==> src/hw/rtl/on_demand_traffic_light_sequencer_core_macros.svh <==
// Assertion macros for the on-demand traffic light sequencer core.
// Included by the top level; the including module must provide clk_i and rst_ni.
`ifndef ON_DEMAND_TRAFFIC_LIGHT_SEQUENCER_CORE_MACROS_SVH
`define ON_DEMAND_TRAFFIC_LIGHT_SEQUENCER_CORE_MACROS_SVH

// Check that the consequent holds in the same cycle as the antecedent.
`define ODTLS_ASSERT_SAME(label, ante, cons, msg) \
  label: assert property (@(posedge clk_i) disable iff (!rst_ni) (ante) |-> (cons)) \
    else $error(msg);

// Check that the consequent holds in the cycle after the antecedent.
`define ODTLS_ASSERT_NEXT(label, ante, cons, msg) \
  label: assert property (@(posedge clk_i) disable iff (!rst_ni) (ante) |=> (cons)) \
    else $error(msg);

`endif

==> src/hw/rtl/odtls_pkg.sv <==
// Shared types and constants for the on-demand traffic light sequencer.
// No dependencies; imported by every module of the block.
package odtls_pkg;

  // Widths of the configuration registers and port
  localparam int CFG_TIME_W  = 16;
  localparam int CFG_COUNT_W = 8;
  localparam int CFG_DATA_W  = 16;
  localparam int CFG_IDX_W   = 3;

  // Register indexes
  typedef enum logic [CFG_IDX_W-1:0] {
    REG_POLL_CHUNK   = 3'd0,
    REG_CHUNK_COUNT  = 3'd1,
    REG_CAR_BLINK_ON = 3'd2,
    REG_CAR_BLINK_OFF = 3'd3,
    REG_SH_BLINK_ON  = 3'd4,
    REG_SH_BLINK_OFF = 3'd5,
    REG_WALK         = 3'd6,
    REG_BLINK_COUNT  = 3'd7
  } cfg_idx_e;

  // Reset values of the registers
  localparam logic [CFG_TIME_W-1:0]  RST_POLL_CHUNK    = 16'd68;
  localparam logic [CFG_COUNT_W-1:0] RST_CHUNK_COUNT   = 8'd50;
  localparam logic [CFG_TIME_W-1:0]  RST_CAR_BLINK_ON  = 16'd380;
  localparam logic [CFG_TIME_W-1:0]  RST_CAR_BLINK_OFF = 16'd180;
  localparam logic [CFG_TIME_W-1:0]  RST_SH_BLINK_ON   = 16'd390;
  localparam logic [CFG_TIME_W-1:0]  RST_SH_BLINK_OFF  = 16'd190;
  localparam logic [CFG_TIME_W-1:0]  RST_WALK          = 16'd5000;
  localparam logic [CFG_COUNT_W-1:0] RST_BLINK_COUNT   = 8'd5;

  typedef struct packed {
    logic [CFG_TIME_W-1:0]  poll_chunk;
    logic [CFG_COUNT_W-1:0] chunk_count;
    logic [CFG_TIME_W-1:0]  car_blink_on;
    logic [CFG_TIME_W-1:0]  car_blink_off;
    logic [CFG_TIME_W-1:0]  sh_blink_on;
    logic [CFG_TIME_W-1:0]  sh_blink_off;
    logic [CFG_TIME_W-1:0]  walk;
    logic [CFG_COUNT_W-1:0] blink_count;
  } cfg_t;

  // Car phase of the sequencer
  typedef enum logic [1:0] {
    PH_GREEN  = 2'd0,
    PH_YELLOW = 2'd1,
    PH_RED    = 2'd2,
    PH_WALK   = 2'd3
  } phase_e;

  // Phase that a car-only yellow was entered from
  typedef enum logic [1:0] {
    FROM_GREEN = 2'd0,
    FROM_NONE  = 2'd1,
    FROM_RED   = 2'd2
  } origin_e;

  localparam int SEG_W = 3;

  // Segments of green and red
  localparam logic [SEG_W-1:0] SEG_WAIT = 3'd0;
  // Segments of yellow: car-only blink, then shared blink
  localparam logic [SEG_W-1:0] SEG_CAR_ON1 = 3'd0;
  localparam logic [SEG_W-1:0] SEG_CAR_OFF = 3'd1;
  localparam logic [SEG_W-1:0] SEG_CAR_ON2 = 3'd2;
  localparam logic [SEG_W-1:0] SEG_SH_ON1  = 3'd3;
  localparam logic [SEG_W-1:0] SEG_SH_OFF  = 3'd4;
  localparam logic [SEG_W-1:0] SEG_SH_ON2  = 3'd5;
  // Segments of the walk sequence: walk, then blink with walk green lit
  localparam logic [SEG_W-1:0] SEG_WALK   = 3'd0;
  localparam logic [SEG_W-1:0] SEG_WB_ON1 = 3'd1;
  localparam logic [SEG_W-1:0] SEG_WB_OFF = 3'd2;
  localparam logic [SEG_W-1:0] SEG_WB_ON2 = 3'd3;

  typedef struct packed {
    logic car_green;
    logic car_yellow;
    logic car_red;
    logic walk_green;
    logic walk_yellow;
    logic walk_red;
  } lamps_t;

endpackage

==> src/hw/rtl/odtls_cfg.sv <==
// Configuration register file of the traffic light sequencer.
// Depends on odtls_pkg for register indexes, reset values and cfg_t.
module odtls_cfg import odtls_pkg::*; (
  input  logic                  clk_i,
  input  logic                  rst_ni,
  input  logic                  cfg_we_i,
  input  logic [CFG_IDX_W-1:0]  cfg_index_i,
  input  logic [CFG_DATA_W-1:0] cfg_wdata_i,
  output cfg_t                  cfg_o
);

  cfg_t cfg_q;
  cfg_t cfg_d;

  // Decode the write into the addressed register
  always_comb begin
    cfg_d = cfg_q;
    if (cfg_we_i) begin
      case (cfg_idx_e'(cfg_index_i))
        REG_POLL_CHUNK:    cfg_d.poll_chunk    = cfg_wdata_i[CFG_TIME_W-1:0];
        REG_CHUNK_COUNT:   cfg_d.chunk_count   = cfg_wdata_i[CFG_COUNT_W-1:0];
        REG_CAR_BLINK_ON:  cfg_d.car_blink_on  = cfg_wdata_i[CFG_TIME_W-1:0];
        REG_CAR_BLINK_OFF: cfg_d.car_blink_off = cfg_wdata_i[CFG_TIME_W-1:0];
        REG_SH_BLINK_ON:   cfg_d.sh_blink_on   = cfg_wdata_i[CFG_TIME_W-1:0];
        REG_SH_BLINK_OFF:  cfg_d.sh_blink_off  = cfg_wdata_i[CFG_TIME_W-1:0];
        REG_WALK:          cfg_d.walk          = cfg_wdata_i[CFG_TIME_W-1:0];
        REG_BLINK_COUNT:   cfg_d.blink_count   = cfg_wdata_i[CFG_COUNT_W-1:0];
        default:           cfg_d = cfg_q;
      endcase
    end
  end

  // Hold the registers, reset to their documented values
  always_ff @(posedge clk_i or negedge rst_ni) begin
    if (!rst_ni) begin
      cfg_q.poll_chunk    <= RST_POLL_CHUNK;
      cfg_q.chunk_count   <= RST_CHUNK_COUNT;
      cfg_q.car_blink_on  <= RST_CAR_BLINK_ON;
      cfg_q.car_blink_off <= RST_CAR_BLINK_OFF;
      cfg_q.sh_blink_on   <= RST_SH_BLINK_ON;
      cfg_q.sh_blink_off  <= RST_SH_BLINK_OFF;
      cfg_q.walk          <= RST_WALK;
      cfg_q.blink_count   <= RST_BLINK_COUNT;
    end else begin
      cfg_q <= cfg_d;
    end
  end

  assign cfg_o = cfg_q;

endmodule

==> src/hw/rtl/odtls_seq.sv <==
// Phase sequencer: state registers, tick timing and lamp decode.
// Depends on odtls_pkg for phase and segment codes, cfg_t and lamps_t.
module odtls_seq import odtls_pkg::*; #(
  parameter int TIME_BITS  = 16,
  parameter int COUNT_BITS = 8
) (
  input  logic   clk_i,
  input  logic   rst_ni,
  input  cfg_t   cfg_i,
  input  logic   step_i,
  input  logic   press_i,
  output lamps_t lamps_o
);

  localparam int LW = (TIME_BITS > CFG_TIME_W) ? TIME_BITS : CFG_TIME_W;
  localparam int CW = (COUNT_BITS > CFG_COUNT_W) ? COUNT_BITS : CFG_COUNT_W;

  phase_e                phase_q, phase_d;
  origin_e               from_q, from_d;
  logic [SEG_W-1:0]      seg_q, seg_d;
  logic                  req_q, req_d;
  logic [COUNT_BITS-1:0] rep_q, rep_d;
  logic [TIME_BITS-1:0]  tick_q, tick_d;

  logic                  req_now;
  logic [CFG_TIME_W-1:0] len_raw;
  logic [LW-1:0]         len_ext, len_max, len_clamp;
  logic [TIME_BITS-1:0]  len_eff, tick_inc;
  logic                  seg_done;
  logic [CFG_COUNT_W-1:0] cnt_raw;
  logic [CW-1:0]         cnt_ext, cnt_max, cnt_clamp;
  logic [COUNT_BITS-1:0] cnt_eff;
  logic [COUNT_BITS:0]   rep_inc;
  logic                  more;

  // Latch a press at once, except during the walk sequence
  assign req_now = req_q | ((phase_q != PH_WALK) & press_i);

  // Select the length of the current segment
  always_comb begin
    case (phase_q)
      PH_GREEN, PH_RED: len_raw = cfg_i.poll_chunk;
      PH_YELLOW: begin
        if (seg_q == SEG_CAR_OFF)      len_raw = cfg_i.car_blink_off;
        else if (seg_q == SEG_SH_OFF)  len_raw = cfg_i.sh_blink_off;
        else if (seg_q <= SEG_CAR_ON2) len_raw = cfg_i.car_blink_on;
        else                           len_raw = cfg_i.sh_blink_on;
      end
      default: begin
        if (seg_q == SEG_WALK)        len_raw = cfg_i.walk;
        else if (seg_q == SEG_WB_OFF) len_raw = cfg_i.sh_blink_off;
        else                          len_raw = cfg_i.sh_blink_on;
      end
    endcase
  end

  // Clamp the length to the tick counter, zero acts as one
  assign len_ext   = LW'(len_raw);
  assign len_max   = LW'({TIME_BITS{1'b1}});
  assign len_clamp = (len_ext > len_max) ? len_max : len_ext;
  assign len_eff   = (len_clamp == '0) ? TIME_BITS'(1) : len_clamp[TIME_BITS-1:0];
  assign tick_inc  = tick_q + TIME_BITS'(1);
  assign seg_done  = (tick_inc >= len_eff) || (tick_inc == '0);

  // Clamp the repeat count in the same way and test for another repeat
  assign cnt_raw   = ((phase_q == PH_GREEN) || (phase_q == PH_RED)) ?
                     cfg_i.chunk_count : cfg_i.blink_count;
  assign cnt_ext   = CW'(cnt_raw);
  assign cnt_max   = CW'({COUNT_BITS{1'b1}});
  assign cnt_clamp = (cnt_ext > cnt_max) ? cnt_max : cnt_ext;
  assign cnt_eff   = (cnt_clamp == '0) ? COUNT_BITS'(1) : cnt_clamp[COUNT_BITS-1:0];
  assign rep_inc   = {1'b0, rep_q} + (COUNT_BITS+1)'(1);
  assign more      = rep_inc < {1'b0, cnt_eff};

  // Next state: advance the tick and close the segment when it runs out
  always_comb begin
    phase_d = phase_q;
    from_d  = from_q;
    seg_d   = seg_q;
    req_d   = req_q;
    rep_d   = rep_q;
    tick_d  = tick_q;
    if (step_i) begin
      req_d  = req_now;
      tick_d = tick_inc;
      if (seg_done) begin
        tick_d = '0;
        case (phase_q)
          PH_GREEN, PH_RED: begin
            if (seg_q != SEG_WAIT) begin
              phase_d = PH_GREEN;
              seg_d   = SEG_WAIT;
              rep_d   = '0;
              from_d  = FROM_NONE;
            end else if (!req_now && more) begin
              rep_d = rep_inc[COUNT_BITS-1:0];
            end else if (phase_q == PH_GREEN) begin
              from_d  = FROM_GREEN;
              phase_d = PH_YELLOW;
              seg_d   = req_now ? SEG_SH_ON1 : SEG_CAR_ON1;
              rep_d   = '0;
            end else if (req_now) begin
              phase_d = PH_WALK;
              seg_d   = SEG_WALK;
              rep_d   = '0;
            end else begin
              from_d  = FROM_RED;
              phase_d = PH_YELLOW;
              seg_d   = SEG_CAR_ON1;
              rep_d   = '0;
            end
          end
          PH_YELLOW: begin
            if (seg_q == SEG_CAR_ON1 || seg_q == SEG_CAR_OFF ||
                seg_q == SEG_SH_ON1 || seg_q == SEG_SH_OFF) begin
              seg_d = seg_q + SEG_W'(1);
            end else if (seg_q == SEG_CAR_ON2) begin
              if (req_now) begin
                from_d = FROM_NONE;
                seg_d  = SEG_SH_ON1;
                rep_d  = '0;
              end else if (more) begin
                seg_d = SEG_CAR_ON1;
                rep_d = rep_inc[COUNT_BITS-1:0];
              end else begin
                seg_d = SEG_WAIT;
                rep_d = '0;
                case (from_q)
                  FROM_GREEN: begin
                    from_d  = FROM_NONE;
                    phase_d = PH_RED;
                  end
                  FROM_RED: begin
                    from_d  = FROM_NONE;
                    phase_d = PH_GREEN;
                  end
                  default: begin
                    phase_d = PH_YELLOW;
                    seg_d   = SEG_CAR_ON1;
                  end
                endcase
              end
            end else if (seg_q == SEG_SH_ON2) begin
              if (more) begin
                seg_d = SEG_SH_ON1;
                rep_d = rep_inc[COUNT_BITS-1:0];
              end else begin
                phase_d = PH_WALK;
                seg_d   = SEG_WALK;
                rep_d   = '0;
              end
            end else begin
              phase_d = PH_GREEN;
              seg_d   = SEG_WAIT;
              rep_d   = '0;
              from_d  = FROM_NONE;
            end
          end
          default: begin
            if (seg_q == SEG_WALK || seg_q == SEG_WB_ON1 || seg_q == SEG_WB_OFF) begin
              seg_d = seg_q + SEG_W'(1);
            end else if (seg_q == SEG_WB_ON2 && more) begin
              seg_d = SEG_WB_ON1;
              rep_d = rep_inc[COUNT_BITS-1:0];
            end else begin
              req_d   = 1'b0;
              from_d  = FROM_NONE;
              phase_d = PH_GREEN;
              seg_d   = SEG_WAIT;
              rep_d   = '0;
            end
          end
        endcase
      end
    end
  end

  // Decode the lamps of the current segment
  always_comb begin
    lamps_o = '0;
    case (phase_q)
      PH_GREEN: lamps_o.car_green = (seg_q == SEG_WAIT);
      PH_RED:   lamps_o.car_red   = (seg_q == SEG_WAIT);
      PH_YELLOW: begin
        case (seg_q)
          SEG_CAR_ON1, SEG_CAR_ON2: lamps_o.car_yellow = 1'b1;
          SEG_SH_ON1, SEG_SH_ON2: begin
            lamps_o.car_yellow  = 1'b1;
            lamps_o.walk_yellow = 1'b1;
            lamps_o.walk_red    = 1'b1;
          end
          SEG_SH_OFF: lamps_o.walk_red = 1'b1;
          default:    lamps_o = '0;
        endcase
      end
      default: begin
        case (seg_q)
          SEG_WALK: begin
            lamps_o.car_red    = 1'b1;
            lamps_o.walk_green = 1'b1;
          end
          SEG_WB_ON1, SEG_WB_ON2: begin
            lamps_o.car_yellow  = 1'b1;
            lamps_o.walk_green  = 1'b1;
            lamps_o.walk_yellow = 1'b1;
          end
          SEG_WB_OFF: lamps_o.walk_green = 1'b1;
          default:    lamps_o = '0;
        endcase
      end
    endcase
  end

  // Hold the sequencer state
  always_ff @(posedge clk_i or negedge rst_ni) begin
    if (!rst_ni) begin
      phase_q <= PH_GREEN;
      from_q  <= FROM_NONE;
      seg_q   <= SEG_WAIT;
      req_q   <= 1'b0;
      rep_q   <= '0;
      tick_q  <= '0;
    end else begin
      phase_q <= phase_d;
      from_q  <= from_d;
      seg_q   <= seg_d;
      req_q   <= req_d;
      rep_q   <= rep_d;
      tick_q  <= tick_d;
    end
  end

endmodule

==> src/hw/rtl/on_demand_traffic_light_sequencer_core.sv <==
// On-demand traffic light sequencer: one timer tick in, one set of six lamps out.
// Depends on odtls_pkg, odtls_cfg, odtls_seq and the assertion macro header.
//
// Each input transaction is one timer tick carrying a crosswalk-button pulse; each
// output transaction gives the six lamp states during that tick. The block takes
// one tick per clock cycle while the output is drained; the tick is
// held in an input register, and in the cycle it moves on the sequencer updates
// its phase, segment, repeat and tick counters in one pass while the lamp decode
// is captured in the output register. A new tick is accepted while a result waits
// at the output, as long as the input register is free or moving on. The
// configuration registers may be written whenever no tick is in flight; they take
// effect from the next tick.
`include "on_demand_traffic_light_sequencer_core_macros.svh"

module on_demand_traffic_light_sequencer_core import odtls_pkg::*; #(
  parameter int TIME_BITS  = 16,
  parameter int COUNT_BITS = 8
) (
  input  logic                  clk_i,
  input  logic                  rst_ni,
  input  logic                  cfg_we_i,
  input  logic [CFG_IDX_W-1:0]  cfg_index_i,
  input  logic [CFG_DATA_W-1:0] cfg_wdata_i,
  input  logic                  in_valid_i,
  output logic                  in_ready_o,
  input  logic                  button_press_i,
  output logic                  out_valid_o,
  input  logic                  out_ready_i,
  output logic                  car_green_o,
  output logic                  car_yellow_o,
  output logic                  car_red_o,
  output logic                  walk_green_o,
  output logic                  walk_yellow_o,
  output logic                  walk_red_o
);

  cfg_t   cfg;
  lamps_t lamps_now;
  lamps_t lamps_q;
  logic   in_valid_q, in_valid_d;
  logic   press_q;
  logic   out_valid_q, out_valid_d;
  logic   advance;

  odtls_cfg u_cfg (
    .clk_i       (clk_i),
    .rst_ni      (rst_ni),
    .cfg_we_i    (cfg_we_i),
    .cfg_index_i (cfg_index_i),
    .cfg_wdata_i (cfg_wdata_i),
    .cfg_o       (cfg)
  );

  odtls_seq #(
    .TIME_BITS  (TIME_BITS),
    .COUNT_BITS (COUNT_BITS)
  ) u_seq (
    .clk_i   (clk_i),
    .rst_ni  (rst_ni),
    .cfg_i   (cfg),
    .step_i  (advance),
    .press_i (press_q),
    .lamps_o (lamps_now)
  );

  // Move the held tick on when the output register is free or being drained
  assign advance    = in_valid_q && (!out_valid_q || out_ready_i);
  assign in_ready_o = !in_valid_q || advance;

  always_comb begin
    in_valid_d = in_ready_o ? in_valid_i : in_valid_q;
    if (advance) begin
      out_valid_d = 1'b1;
    end else if (out_ready_i) begin
      out_valid_d = 1'b0;
    end else begin
      out_valid_d = out_valid_q;
    end
  end

  always_ff @(posedge clk_i or negedge rst_ni) begin
    if (!rst_ni) begin
      in_valid_q  <= 1'b0;
      out_valid_q <= 1'b0;
    end else begin
      in_valid_q  <= in_valid_d;
      out_valid_q <= out_valid_d;
    end
  end

  // Capture the tick and the lamp result
  always_ff @(posedge clk_i) begin
    if (in_ready_o && in_valid_i) begin
      press_q <= button_press_i;
    end
    if (advance) begin
      lamps_q <= lamps_now;
    end
  end

  assign out_valid_o   = out_valid_q;
  assign car_green_o   = lamps_q.car_green;
  assign car_yellow_o  = lamps_q.car_yellow;
  assign car_red_o     = lamps_q.car_red;
  assign walk_green_o  = lamps_q.walk_green;
  assign walk_yellow_o = lamps_q.walk_yellow;
  assign walk_red_o    = lamps_q.walk_red;

  // At most one car lamp is lit in any result
  `ODTLS_ASSERT_SAME(a_car_lamps_onehot, out_valid_o, $onehot0({car_green_o, car_yellow_o, car_red_o}), "more than one car lamp lit")
  // Pedestrian lamps are dark while cars have green
  `ODTLS_ASSERT_SAME(a_green_walk_dark, out_valid_o && car_green_o, !(walk_green_o || walk_yellow_o || walk_red_o), "pedestrian lamp lit with car green")
  // Input stalls only behind a held tick and a stalled result
  `ODTLS_ASSERT_SAME(a_stall_cause, !in_ready_o, in_valid_q && out_valid_q && !out_ready_i, "input stalled without cause")
  // A drained result with nothing behind it leaves the output empty
  `ODTLS_ASSERT_NEXT(a_drain_empty, out_valid_o && out_ready_i && !in_valid_q, !out_valid_o, "result appeared without a tick")

endmodule
==> config.mk <==
export PLATFORM = sky130hd
export DESIGN_NAME = on_demand_traffic_light_sequencer_core
export DESIGN_NICKNAME = d
export VERILOG_FILES = /design/src/hw/rtl/odtls_pkg.sv /design/src/hw/rtl/odtls_cfg.sv /design/src/hw/rtl/odtls_seq.sv /design/src/hw/rtl/on_demand_traffic_light_sequencer_core.sv
export VERILOG_INCLUDE_DIRS = /design/src /design/src/hw/rtl
export SDC_FILE = /design/constraint.sdc
export NUM_CORES = 1
export LEC_CHECK = 0
export ABC_AREA = 1
export BUFFER_PORTS_ARGS = -buffer_cell sky130_fd_sc_hd__buf_2
export CAP_MARGIN = 20
export CORE_MARGIN = 8
export CORE_UTILIZATION = 45
export DETAILED_ROUTE_END_ITERATION = 6
export PLACE_DENSITY_LB_ADDON = 0.08
export SYNTH_ARGS = -nofsm -noshare
export SYNTH_HDL_FRONTEND = slang
export SYNTH_SLANG_ARGS = --single-unit
export TNS_END_PERCENT = 50
==> constraint.sdc <==
create_clock -name clk_i -period 9.8 [get_ports clk_i]
set_input_delay 0 -clock clk_i [delete_from_list [all_inputs] [get_ports clk_i]]
set_output_delay 0 -clock clk_i [all_outputs]
set_load 0.02 [all_outputs]
[Word-level counts from Yosys, hierarchy flattened]
Index checks and enable logic that the tools add are counted.
Word-level totals
  input bits: 25
  output and inout port bits: 8
  flip-flop bits (word level): 153
Cells by class
  eq/ne operators: 27
  bitwise gates (word level): 2
  multiplexer cells: 75
  order comparisons: 5
  add/sub/neg operators: 3
  reduce and logical (&&, ||, !) cells: 45
Operator list (number)
  16-bit two-way mux: 8
  8-bit two-way mux: 12
  2-bit two-way mux: 27
  16-bit zero test: 2
  16-bit one-hot mux with 2 select lines: 1
  3-bit == test (second input constant): 6
  3-bit two-way mux: 6
  16-bit by 1-bit adder with 16-bit output (second input constant): 1
  16-bit >= comparator: 1
  16-bit greater-than comparator (second input constant): 1
  8-bit one-hot mux with 2 select lines: 1
  2-bit AND reduction: 8
  3-bit != test (second input constant): 5
  1-bit two-way mux: 13
  3-bit by 2-bit == test with 1-bit output (second input constant): 4
  2-bit one-hot mux with 2 select lines: 3
  3-bit one-hot mux with 2 select lines: 2
  10-bit AND reduction: 1
  2-bit OR reduction: 5
  8-bit by 1-bit adder with 9-bit output (second input constant): 1
  9-bit by 8-bit < comparator with 1-bit output: 1
  9-bit AND reduction: 1
  8-bit greater-than comparator (second input constant): 1
  8-bit zero test: 1
  23 further kinds: 45

[Depth between registers and ports, before layout]
Gate-level depths: netlist (run 1).
  depth after elaboration: 13
  depth in mapped cells: 32

[Modules after synthesis]
Synthesis (run 1) repeated with hierarchy kept, for this count alone.
Unflattened totals
  cell total of the unflattened synthesis: 1245
  area, all modules: 9076.2 um^2
Modules (own cells, without submodules)
  odtls_cfg: cells each 502, area each 4513.1 um^2, instances 1
  odtls_seq: cells each 724, area each 4257.8 um^2, instances 1
  on_demand_traffic_light_sequencer_core: cells each 19, area each 305.3 um^2, instances 1

[Worst setup path before layout (run 1)]
Ideal clock, no wire load.
  path kind: register to register
  start point: register u_seq.seg_q[0]
  end point: register u_seq.tick_q[10]
  slack: 6694 ps
  cell stages (with the launch flop): 31
  period minus slack after synthesis: 3106 ps
  path buffers: 2
  arrival time: 3026 ps
  path through: dfrtp_1 -> inv_1 -> ha_1 -> inv_1 -> nand2_1 -> nand2_2 -> inv_2 -> buf_2 -> o211ai_1 -> nand3_1 -> nand2_1 -> nand2_1 -> nor2_1 -> nand3_1 -> nor2_1 -> nand2_1 -> nand2_1 -> ha_1 -> inv_1 -> a21oi_1 -> o21ai_0 -> nand2_1 -> nand2_1 -> nand2_1 -> nand2_1 -> a21oi_1 -> nand2_4 -> inv_4 -> buf_4 -> nand3_1 -> o21ai_1
Between the ends
  cells in the longest elaborated chain, start to end: 12
  elaborated cells between the ends (all ways): 18
  classes of those cells: 3 x order compare; 3 x eq/ne; 9 x mux; 3 x reduce/logical
Ends and longest elaborated chain
  start, declared: line odtls_seq.sv:20  | logic [SEG_W-1:0] seg_q, seg_d;
  start signal, assigned: line odtls_seq.sv:226  | seg_q <= seg_d;
  3-bit by 2-bit less-or-equal comparator with 1-bit output: line odtls_seq.sv:46  | else if (seg_q <= SEG_CAR_ON2) len_raw = cfg_i.car_blink_on;
  16-bit two-way mux: line odtls_seq.sv:46
  16-bit two-way mux: line odtls_seq.sv:45  | else if (seg_q == SEG_SH_OFF) len_raw = cfg_i.sh_blink_off;
  16-bit two-way mux: line odtls_seq.sv:44  | if (seg_q == SEG_CAR_OFF) len_raw = cfg_i.car_blink_off;
  16-bit one-hot mux with 2 select lines (*): line odtls_seq.sv:41  | case (phase_q)
  16-bit greater-than comparator: line odtls_seq.sv:60  | assign len_clamp = (len_ext > len_max) ? len_max : len_ext;
  16-bit two-way mux (*): line odtls_seq.sv:60
  16-bit zero test: line odtls_seq.sv:61  | assign len_eff = (len_clamp == '0) ? TIME_BITS'(1) : len_clamp[TIME_BITS-1:0];
  16-bit two-way mux (*): line odtls_seq.sv:61
  16-bit >= comparator (*): line odtls_seq.sv:63  | assign seg_done = (tick_inc >= len_eff) || (tick_inc == '0);
  1-bit logical OR (*): line odtls_seq.sv:63
  16-bit two-way mux (*): line odtls_seq.sv:86  | if (seg_done) begin
  end signal, assigned: line odtls_seq.sv:229  | tick_q <= tick_d;
  end, declared: line odtls_seq.sv:23  | logic [TIME_BITS-1:0] tick_q, tick_d;
Every way passes the cells marked *; elsewhere a longest branch is shown, timed or not.
A chain may end at the register's enable or synchronous reset.

[Final worst setup path (run 1)]
  start point: register u_seq.seg_q[0]
  end point: register u_seq.tick_q[15]
The elaborated chain is that of the path after synthesis.

==> metrics, run 1 <==
syn nets=1,203; CP delay by family, top=simple AND/OR/NAND/NOR gates; H-tree depth=4; Die ar.=23,840 µm²; Nets=1,243; Slew Viols, Final=0; cell area after synthesis=8620 µm²; CP most frequent cell=nand2_1; DRT iter0 DRCs=523; Post-synth ARST share=0.9542; Most used DFF post-synth=dfrtp_1; CTS tree=built; Die Y=154.4 µm; synth-to-layout area growth=13.91%; post-route ant nets=0; unrepaired setup endpoints after global routing=false; DR DRC count=0; Setup-failing EPs final=0; Final Worst Setup Slack=5823 ps; CP Capture Type=flip-flop; end point of the critical path=u_seq.tick_q[15]$_DFFE_PN0P_; DP Wirelength=14,930 µm; Setup CP Type=flip-flop to flip-flop; fin cells=1,435; CP startpoint kind=flip-flop; core area=18,770 µm²; RD Place Congestion=0.8393; IO Port Bufs=32; critical path arrival=4330 ps; die width=154.4 µm; setup TNS=0 ps; Worst path max stage delay=420 ps; R2R depth=28; initial antenna violation count=0; Fin. Hold Viols=0; Worst EP required=10,160 ps; worst-path maximum fanout=18; Seq cells post-synth=153; drt via density=5.173; most frequent cells in the layout=351 x nand2_1, 182 x o21ai_0, 129 x inv_1; peak supply drop=0.0001478 V; layout cell share with drive strength beyond 1=0.1149; R2R Path End=u_seq.tick_q[15]$_DFFE_PN0P_; critical path depth in cells=28; Clock Path Buffers=2; CTS sink cnt=153; cell count after placement=1,378; PD cells=266.6 nW/µm²; fmax=251.5 MHz; Crit Reg-Reg Startpoint=u_seq.seg_q[0]$_DFFE_PN0P_; pin count of the biggest net entering global routing=95; via count=7,423; library cells used by synthesis=42; # rows=50; syn_area_per_cell=7.508 µm²; pre-CTS setup slack=5841 ps; GRT overflow=0; Layout Skew=16.47 ps; register area share after synthesis=0.4530; Starting Density=0.4593; Post-synth EDFFs=7; number of global-route vias before repair=6,982; first-pass GRT wire length=37,740 µm; DRT Wirelength=22,910 µm; synth warn=0; I/O pin total=33; Worst slew margin=0.3024; period utilization=0.4058; ANT cells=0; Worst-path clk slew=70 ps; min Tclk post-route=3977 ps; most common cell after layout, fill and taps aside=nand2_1; Filler cells=1,905; status=completed; Pleak=4.854 nW; clock buffer count from CTS=17; Max-cap violations=0; Buf/Inv on CP=5; Slowest-stage cell, CP=dfrtp_1; Syn Inst Count=1,148; GRT Resource Usage Total=0.1990; CP startpoint=u_seq.seg_q[0]$_DFFE_PN0P_; routed wire length per instance=15.97 µm; worst-margin pin slew=1044 ps; worst-skew pair later-pin latency=440 ps; Initial DRT Pass Iterations=5; reg-to-reg setup timing slack=5820 ps; worst hold path class=primary input to flip-flop; CTS root buf=clkbuf_16
-- flip-flops by register name (all words and copies together) (netlist names) --
register	cells
u_cfg.cfg_o	112
u_seq.tick_q	16
u_seq.rep_q	8
u_seq.seg_q	3
u_seq.from_q	2
u_seq.phase_q	2
car_green_o	1
car_red_o	1
car_yellow_o	1
in_valid_q	1
out_valid_o	1
press_q	1
u_seq.req_q	1
walk_green_o	1
walk_red_o	1
walk_yellow_o	1
-- logic make-up (layout without fill, tap and decap cells) --
family / count (synthesis) / count (layout) / synth area share
AND/OR/NAND/NOR: 505 / 505 / 0.2478
AO/OA/AOI/OAI: 272 / 272 / 0.1655
buffers and inverters: 180 / 233 / 0.08187
flip-flops: 153 / 153 / 0.4530
adder cells (fa/ha/maj): 30 / 30 / 0.04355
XOR/XNOR: 7 / 7 / 0.007113
multiplexers: 1 / 1 / 0.001161
-- where the power goes --
group | leakage, nW | internal, W | switching, W
registers | 1.86 | 0.000794 | 0.000104
clock network | 0.283 | 0.000364 | 0.000286
logic | 2.71 | 0.000347 | 0.000723
total | 4.85 | 0.00150 | 0.00111
-- area by class of cell --
type                    count  area (µm²)  share of cell area
clock inverters             9       80.08            0.008156
well taps                 234       292.8             0.02982
flip-flops and latches    153        3905              0.3977
clock buffers              23       498.0             0.05072
multi-input cells         815        4009              0.4083
repair buffers             64       516.7             0.05263
inverters                 137       516.7             0.05263
-- worst min path at each step --
| stage | startpoint | to | depth (start not counted) |
|---|---|---|---|
| global route | cfg_index_i[0] | u_cfg.cfg_o[44]$_DFFE_PN0P_ | 4 |
| detailed placement | rst_ni | u_seq.tick_q[9]$_DFFE_PN0P_ | 1 |
| floorplan | rst_ni | in_valid_q$_DFFE_PN0N_ | 0 |
| CTS | cfg_index_i[2] | u_cfg.cfg_o[0]$_DFFE_PN1P_ | 6 |
| global placement | rst_ni | u_seq.tick_q[8]$_DFFE_PN0P_ | 1 |
| finish | cfg_index_i[0] | u_cfg.cfg_o[43]$_DFFE_PN0P_ | 4 |
-- worst reg2reg max path, delay by kind of cell (launching register included) --
| kind | cells | cell delay [ps] |
|---|---|---|
| AND/OR/NAND/NOR | 16 | 1630 |
| adder cells (fa/ha/maj) | 2 | 380 |
| AO/OA/AOI/OAI | 5 | 750 |
| flip-flops | 1 | 420 |
| buffers and inverters | 5 | 730 |
-- stage by stage --
step	hold slack (ps)	instance area (µm²)	total power, W	utilization
global placement	176.3	8935	0.001950	0.4761
global route	145.0	9818	0.002828	0.5231
floorplan	-295.6	8620	0.001671	-
detailed placement	170.5	8950	0.001969	0.4769
CTS	108.0	9748	0.002633	0.5194
finish	96.91	9818	0.002617	0.5231
-- per-layer routing --
| layer | up-vias | share of wire | wire length (µm) | track usage |
|---|---|---|---|---|
| met5 | - | 0 | 0 | 0 |
| met4 | 0 | 0.012 | 274 | 0.05973 |
| met3 | 20 | 0.044 | 1013 | 0.03065 |
| met2 | 156 | 0.44 | 10120 | 0.3052 |
| met1 | 3441 | 0.50 | 11510 | 0.2843 |
| li1 | 3806 | - | - | - |
-- synth_stat cells, types with 6 or more instances --
cell type / instances / area, µm²
a21oi_1: 50 / 250.2
a31oi_1: 7 / 43.79
buf_2: 10 / 50.05
clkbuf_1: 30 / 112.6
dfrtp_1: 113 / 2828
dfstp_2: 33 / 867.1
edfxtp_1: 7 / 210.2
ha_1: 30 / 375.4
inv_1: 129 / 484.2
inv_2: 6 / 22.52
nand2_1: 351 / 1318
nand3_1: 57 / 285.3
nand4_1: 7 / 43.79
nor2_1: 56 / 210.2
o21ai_0: 182 / 910.9
o21ai_1: 13 / 65.06
o21bai_1: 11 / 82.58
-- timing repair --
item | in CTS | in global routing
setup buffers | 0 | 0
hold buffers | 22 | 0
endpoints found under the hold margin | 161 | 0
gates resized for setup | 0 | 0
Power figures use the tool's default switching activity.
==> inputs of run 2 (changes only) <==
clock period = 3.6 ns   (was 9.8 ns; I/O delays follow)
==> run 2 against run 1 <==
- maximum frequency increased by 23%
- flip-flop and latch count unchanged
- first-iteration DRC count increased by 0.96%
- via count increased by 1.3%
==> metrics, run 2 (same netlist as run 1, synthesis figures left out) <==
status=completed; GR peak layer=met2; Initial DRT Pass Iterations=5 (unchanged); Worst slew margin=0.3311 (+0.02871); met2 usage in global routing=0.3138 (+0.008635); clock buffer count from CTS=17 (unchanged); min Tclk post-route=3222 ps (-754.7 ps); pin count of the biggest net entering global routing=84 (-12%); synth-to-layout area growth=17.23%; Die Y=154.4 µm (unchanged); RD Place Congestion=0.8625 (+2.8%); worst-skew pair later-pin latency=440 ps (about the same); period utilization=0.8951 (+0.4893); number of global-route vias before repair=7,321 (+4.9%); ANT cells=0 (unchanged); WHS=5.085 ps (-91.83 ps); Worst EP required=3970 ps (-6190 ps); min-delay src=cfg_index_i[0]; hold depth=4 (unchanged); total design power=0.007434 W (+180%); initial antenna violation count=0 (unchanged); first-pass GRT wire length=38,690 µm (+2.5%); Setup-failing EPs final=0 (unchanged); DRT Wirelength=23,110 µm (+0.87%); R2R depth=26 (-7.1%); Crit Reg-Reg Startpoint=u_seq.seg_q[1]$_DFFE_PN0P_; # rows=50 (unchanged); Worst path max stage delay=460 ps (+40 ps); core area=18,770 µm² (unchanged); Clock Path Buffers=2 (unchanged); Layout Skew=12.37 ps (-4.101 ps); die width=154.4 µm (unchanged); worst-margin pin slew=1001 ps (-42.96 ps); CP delay by family, top=simple AND/OR/NAND/NOR gates; GRT Resource Usage Total=0.2024 (+0.003378); met1 global-route usage=0.2852 (+0.0008206); Largest register FFs=112 (unchanged); DP Wirelength=15,660 µm (+4.9%); Slew Viols, Final=0 (unchanged); Filler cells=1,844 (-3.2%); I/O pin total=33 (unchanged); fmax=310.3 MHz (+23%); critical path arrival=3590 ps (-740 ps); H-tree depth=4 (unchanged); via count=7,520 (+1.3%); GRT overflow=0 (unchanged); layout cell share with drive strength beyond 1=0.1425 (+0.02760); DRT iter0 DRCs=528 (+0.96%); R2R Path End=u_seq.phase_q[1]$_DFFE_PN0P_; most frequent cells in the layout=349 x nand2_1, 178 x o21ai_0, 123 x inv_1; Max-cap violations=0 (unchanged); most common cell after layout, fill and taps aside=nand2_1; CTS sink cnt=153 (unchanged); Nets=1,263 (+1.6%); PD cells=735.7 nW/µm² (+180%); Setup CP Type=flip-flop to flip-flop; CP Capture Type=flip-flop; IO Port Bufs=32 (unchanged); worst hold path class=primary input to flip-flop; Sequential Area=3906 µm² (about the same); Worst Hold End=u_cfg.cfg_o[41]$_DFFE_PN1P_; routed wire length per instance=15.88 µm (-0.52%); grt met3 use=0.03817 (+0.007523); Slowest-stage cell, CP=dfrtp_2; CTS tree=built; reg-to-reg setup timing slack=380 ps (-5450 ps); Buf/Inv on CP=5 (unchanged); drt via density=5.168 (about the same); CP most frequent cell=nand2_1; Pleak=4.978 nW (+2.6%); Die ar.=23,840 µm² (unchanged); worst-path maximum fanout=14 (-4); area taken by multi-input logic gates=4050 µm² (+1.0%); peak supply drop=0.0004261 V (+190%); CP startpoint kind=flip-flop; post-route ant nets=0 (unchanged); DR DRC count=0 (unchanged); CTS root buf=clkbuf_16; Worst-path clk slew=70 ps (about the same); Starting Density=0.4593 (unchanged); Fin. Hold Viols=0 (unchanged)
-- run 2: routing by layer --
layer	routed length (µm)	vias up	part of all wire
met5	0	-	0
met4	170	0	0.0074
met3	995	16	0.043
met2	10380	162	0.45
met1	11570	3488	0.50
li1	-	3854	-
-- run 2: report_power, final --
group          internal, W  switching (W)  leakage [nW]
Sequential         0.00216       0.000269          1.86
Combinational      0.00115        0.00207          2.84
Clock             0.000952       0.000834         0.284
-- run 2: cell type report --
class                   instances  share of cell area
clock buffers                  19             0.04482
clock inverters                13             0.01189
inverters                     137             0.05225
multi-input cells             815              0.4008
flip-flops and latches        153              0.3866
well taps                     234             0.02897
repair buffers                 84             0.07467
-- run 2: worst max path at each step --
stage,from,to,depth (start not counted)
final,u_seq.seg_q[1]$_DFFE_PN0P_,u_seq.phase_q[1]$_DFFE_PN0P_,26
after detailed placement,u_seq.seg_q[1]$_DFFE_PN0P_,u_seq.tick_q[4]$_DFFE_PN0P_,27
after floorplan,u_seq.seg_q[0]$_DFFE_PN0P_,u_seq.tick_q[10]$_DFFE_PN0P_,30
after CTS,u_seq.seg_q[1]$_DFFE_PN0P_,u_seq.from_q[1]$_DFFE_PN0P_,29
after global routing,u_seq.seg_q[0]$_DFFE_PN0P_,u_seq.from_q[1]$_DFFE_PN0P_,32
after global placement,u_seq.seg_q[1]$_DFFE_PN0P_,u_seq.seg_q[0]$_DFFE_PN0P_,28
-- run 2: what timing repair did --
item | CTS | global route
hold buffers | 22 | 0
gates resized for setup | 0 | 28
endpoints found under the setup margin | 0 | 32
hold endpoints to repair | 141 | 0
buffers inserted | 0 | 5
-- run 2: metrics by stage --
step	utilization	setup WS (ps)	std cells	cell area [µm²]	setup TNS [ps]
finish	0.5384	377.7	1455	10100	0
CTS	0.5297	79.90	1448	9941	0
floorplan	-	493.7	1148	8620	0
detailed placement	0.4874	113.1	1394	9148	0
global placement	0.4830	173.9	1391	9065	0
global route	0.5384	-15.96	1455	10100	-77.05
-- run 2: worst reg2reg max path: cells and delay by family (launching register included) --
| kind | cells | cell delay, ps |
|---|---|---|
| DFF | 1 | 460 |
| and+or+nand+nor | 14 | 1130 |
| AOI/OAI and AO/OA | 5 | 660 |
| buffers and inverters | 5 | 590 |
| adders and majority gates | 2 | 310 |
==> inputs of run 3 (changes only) <==
ABC_AREA = unset   (was 1)
==> run 3 against run 2 <==
- the run now ends with setup timing left
- combinational power grew 30%
- first-iteration DRC count shrank 35%
- clock power is essentially flat
- synthesized cell count shrank 28%
- synthesized area grew 0.75%
- worst hold slack gained 20 ps
- flip-flop and latch count is the same
- design area grew 11%
- global-route usage grew 1.2 points
- routed wire length grew 9.1%
- final cell count shrank 14%
==> metrics, run 3 <==
status=finished with violations; failing checks=setup timing; Syn Inst Count=830 (-28%); die width=154.9 µm (+0.34%); worst hold path class=primary input to flip-flop; RD Place Congestion=0.9082 (+5.3%); Fin. Hold Viols=0 (unchanged); CP startpoint kind=flip-flop; Die Y=154.9 µm (+0.34%); synth-to-layout area growth=29.04%; CTS tree=built; drt via density=5.735 (+11%); routed wire length per instance=20.07 µm (+26%); pin count of the biggest net entering global routing=80 (-4.8%); Setup-failing EPs final=32 (+32); Post-synth EDFFs=7 (unchanged); most common cell after layout, fill and taps aside=mux2_2; DP Wirelength=17,260 µm (+10%); unrepaired setup endpoints after global routing=true; Slew Viols, Final=0 (unchanged); Worst slew margin=0.5406 (+0.2095); DRT Wirelength=25,210 µm (+9.1%); number of global-route vias before repair=7,401 (+1.1%); Layout Skew=9.862 ps (-2.504 ps); Post-Synth Simple-Gate Area=0.1383 (-0.1095); peak supply drop=0.0004495 V (+5.5%); Post-synth ARST share=0.9542 (unchanged); Post-synth top cells=113 x dfrtp_1, 113 x mux2_2, 83 x nand2_1, 58 x nor2_1, 36 x clkbuf_1; Worst-path clk slew=70 ps (about the same); Post-Synth Adder-Cell Area=0.04322 (-0.0003262); I/O pin total=33 (unchanged); Max-cap violations=0 (unchanged); core area=19,210 µm² (+2.3%); synth warn=0 (unchanged); top-area cell type share of the netlist area=0.3256 (-0.002458); ANT cells=0 (unchanged); DR DRC count=0 (unchanged); Initial DRT Pass Iterations=4 (-1); library cells used by synthesis=67 (+60%); Synth Area in XOR/XNOR=0.02118 (+0.01407); main combinational cell family by area after synthesis=multiplexers; PD cells=755.0 nW/µm² (+2.6%); DRT iter0 DRCs=343 (-35%); cell area after synthesis=8685 µm² (+0.75%); syn nets=885 (-26%); Die ar.=24,000 µm² (+0.67%); Area contributors post-synth=dfrtp_1 33%, mux2_2 15%, dfstp_2 10%; cell taking the most area after synthesis=dfrtp_1; Worst EP required=3960 ps (about the same); # rows=51 (+2.0%); period utilization=1.194 (+0.2987); min Tclk post-route=4298 ps (+1075 ps); via count=7,203 (-4.2%); multiplexer share of the synthesized area=0.1830 (+0.1818); CTS root buf=clkbuf_16; Most used DFF post-synth=dfrtp_1; layout cell share with drive strength beyond 1=0.4097 (+0.2672); IO Port Bufs=32 (unchanged); complex-gate fraction of the synthesized area=0.1376 (-0.02789); Largest register FFs=112 (unchanged); CP Capture Type=flip-flop; worst-margin pin slew=689.0 ps (-311.9 ps); Clock Path Buffers=2 (unchanged); H-tree depth=4 (unchanged); Pleak=4.955 nW (-0.47%); CTS sink cnt=153 (unchanged); Nets=1,033 (-18%); fmax=232.7 MHz (-25%); Seq cells post-synth=153 (unchanged); Starting Density=0.4522 (-0.007114); clock buffer count from CTS=17 (unchanged); WHS=24.67 ps (+19.59 ps); syn_area_per_cell=10.46 µm² (+39%); Setup CP Type=flip-flop to flip-flop; GRT Resource Usage Total=0.2149 (+0.01248); fin util=0.5835 (+0.04508); first-pass GRT wire length=40,160 µm (+3.8%); setup TNS=-17,440 ps (-17,440 ps); register area share after synthesis=0.4496 (-0.003394); Final Cell Area=11,210 µm² (+11%); worst-path maximum fanout=8 (-6); critical path arrival=4660 ps (+1070 ps); Placed Area=9869 µm² (+7.9%); Final Worst Setup Slack=-697.7 ps (-1075 ps); GRT overflow=0 (unchanged); worst-skew pair later-pin latency=440 ps (about the same); post-route ant nets=0 (unchanged); initial antenna violation count=0 (unchanged); most frequent cells in the layout=113 x mux2_2, 110 x dfrtp_1, 101 x buf_4
==> run 3: layout make-up <==
cell class,count,area [µm²]
Fill cell,1621,8000
Multi-Input combinational cell,620,4891
Sequential cell,153,3909
Timing Repair Buffer,174,1439
Clock buffer,18,439.2
Tap cell,265,331.6
Clock inverter,14,150.1
Inverter,12,47.55
==> run 3: path summary, 6_finish.rpt <==
path / start / end / slack [ps] / depth (start not counted)
worst max-delay path: u_seq.seg_q[1]$_DFFE_PN0P_ / u_seq.tick_q[13]$_DFFE_PN0P_ / -700 / 20
worst min-delay path: cfg_wdata_i[2] / u_cfg.cfg_o[58]$_DFFE_PN1P_ / 20 / 2
worst max register to register: u_seq.seg_q[1]$_DFFE_PN0P_ / u_seq.tick_q[13]$_DFFE_PN0P_ / -700 / 20
worst min register to register: in_valid_q$_DFFE_PN0N_ / out_valid_o$_DFFE_PN0P_ / 500 / 1
max in group asynchronous: rst_ni / u_cfg.cfg_o[77]$_DFFE_PN1P_ / 2560 / 3
min in group asynchronous: rst_ni / u_seq.tick_q[12]$_DFFE_PN0P_ / 130 / 2
==> run 3: kinds of logic (layout without fill, tap and decap cells) <==
group / after synthesis / count (layout)
adders and majority gates: 30 / 30
buffers and inverters: 58 / 218
and+or+nand+nor: 247 / 248
AOI/OAI and AO/OA: 177 / 177
xor gates and xnor gates: 21 / 21
muxes: 144 / 144
DFF: 153 / 153
==> run 3: per-layer routing <==
metal,track usage,share of wire,up-vias,wire (µm)
met4,0.09426,0.031,0,777
met3,0.03467,0.033,59,828
met5,0,0,-,0
met1,0.2708,0.44,3627,11030
li1,-,-,3361,-
met2,0.3590,0.50,156,12570
==> run 3: what timing repair did <==
| action | CTS | global route |
|---|---|---|
| endpoints found under the setup margin | 32 | 32 |
| setup buffers | 14 | 10 |
| endpoints found under the hold margin | 160 | 0 |
| cloned | 1 | 1 |
| gates resized for setup | 48 | 30 |
| hold buffers | 20 | 0 |
| pin swaps | 27 | 20 |
==> run 3: metrics by stage <==
| stage | setup slack, ps | cells | total power (W) |
|---|---|---|---|
| 5_1_grt | -804.3 | 1256 | 0.008925 |
| 6_report | -697.7 | 1256 | 0.008461 |
| 4_1_cts | -678.4 | 1246 | 0.008151 |
| 3_3_place_gp | -819.3 | 1180 | 0.005861 |
| 2_1_floorplan | -257.4 | 830 | 0.004467 |
| 3_5_place_dp | -868.6 | 1180 | 0.005939 |
==> run 3: report_power, final <==
part	total, W	internal (W)	switching [W]
Clock	0.00178	0.000944	0.000834
Sequential	0.00248	0.00216	0.000324
Combinational	0.00420	0.00212	0.00208
Total	0.00846	0.00523	0.00323
==> run 3: worst max-delay path: stages (launching register included) <==
cell and delay, ps:
dfrtp_2 430, buf_6 130, ha_4 170, nand2b_1 170, buf_4 170, mux2i_1 160
o21ai_1 90, nand2_1 120, o2111ai_4 170, a22oi_2 220, nand4_1 110, o31ai_2 340
ha_1 290, nand2b_4 140, a31oi_2 160, o211ai_1 120, a221oi_2 320, o21ai_2 140
or2_4 320, or3_4 330, mux2i_1 130
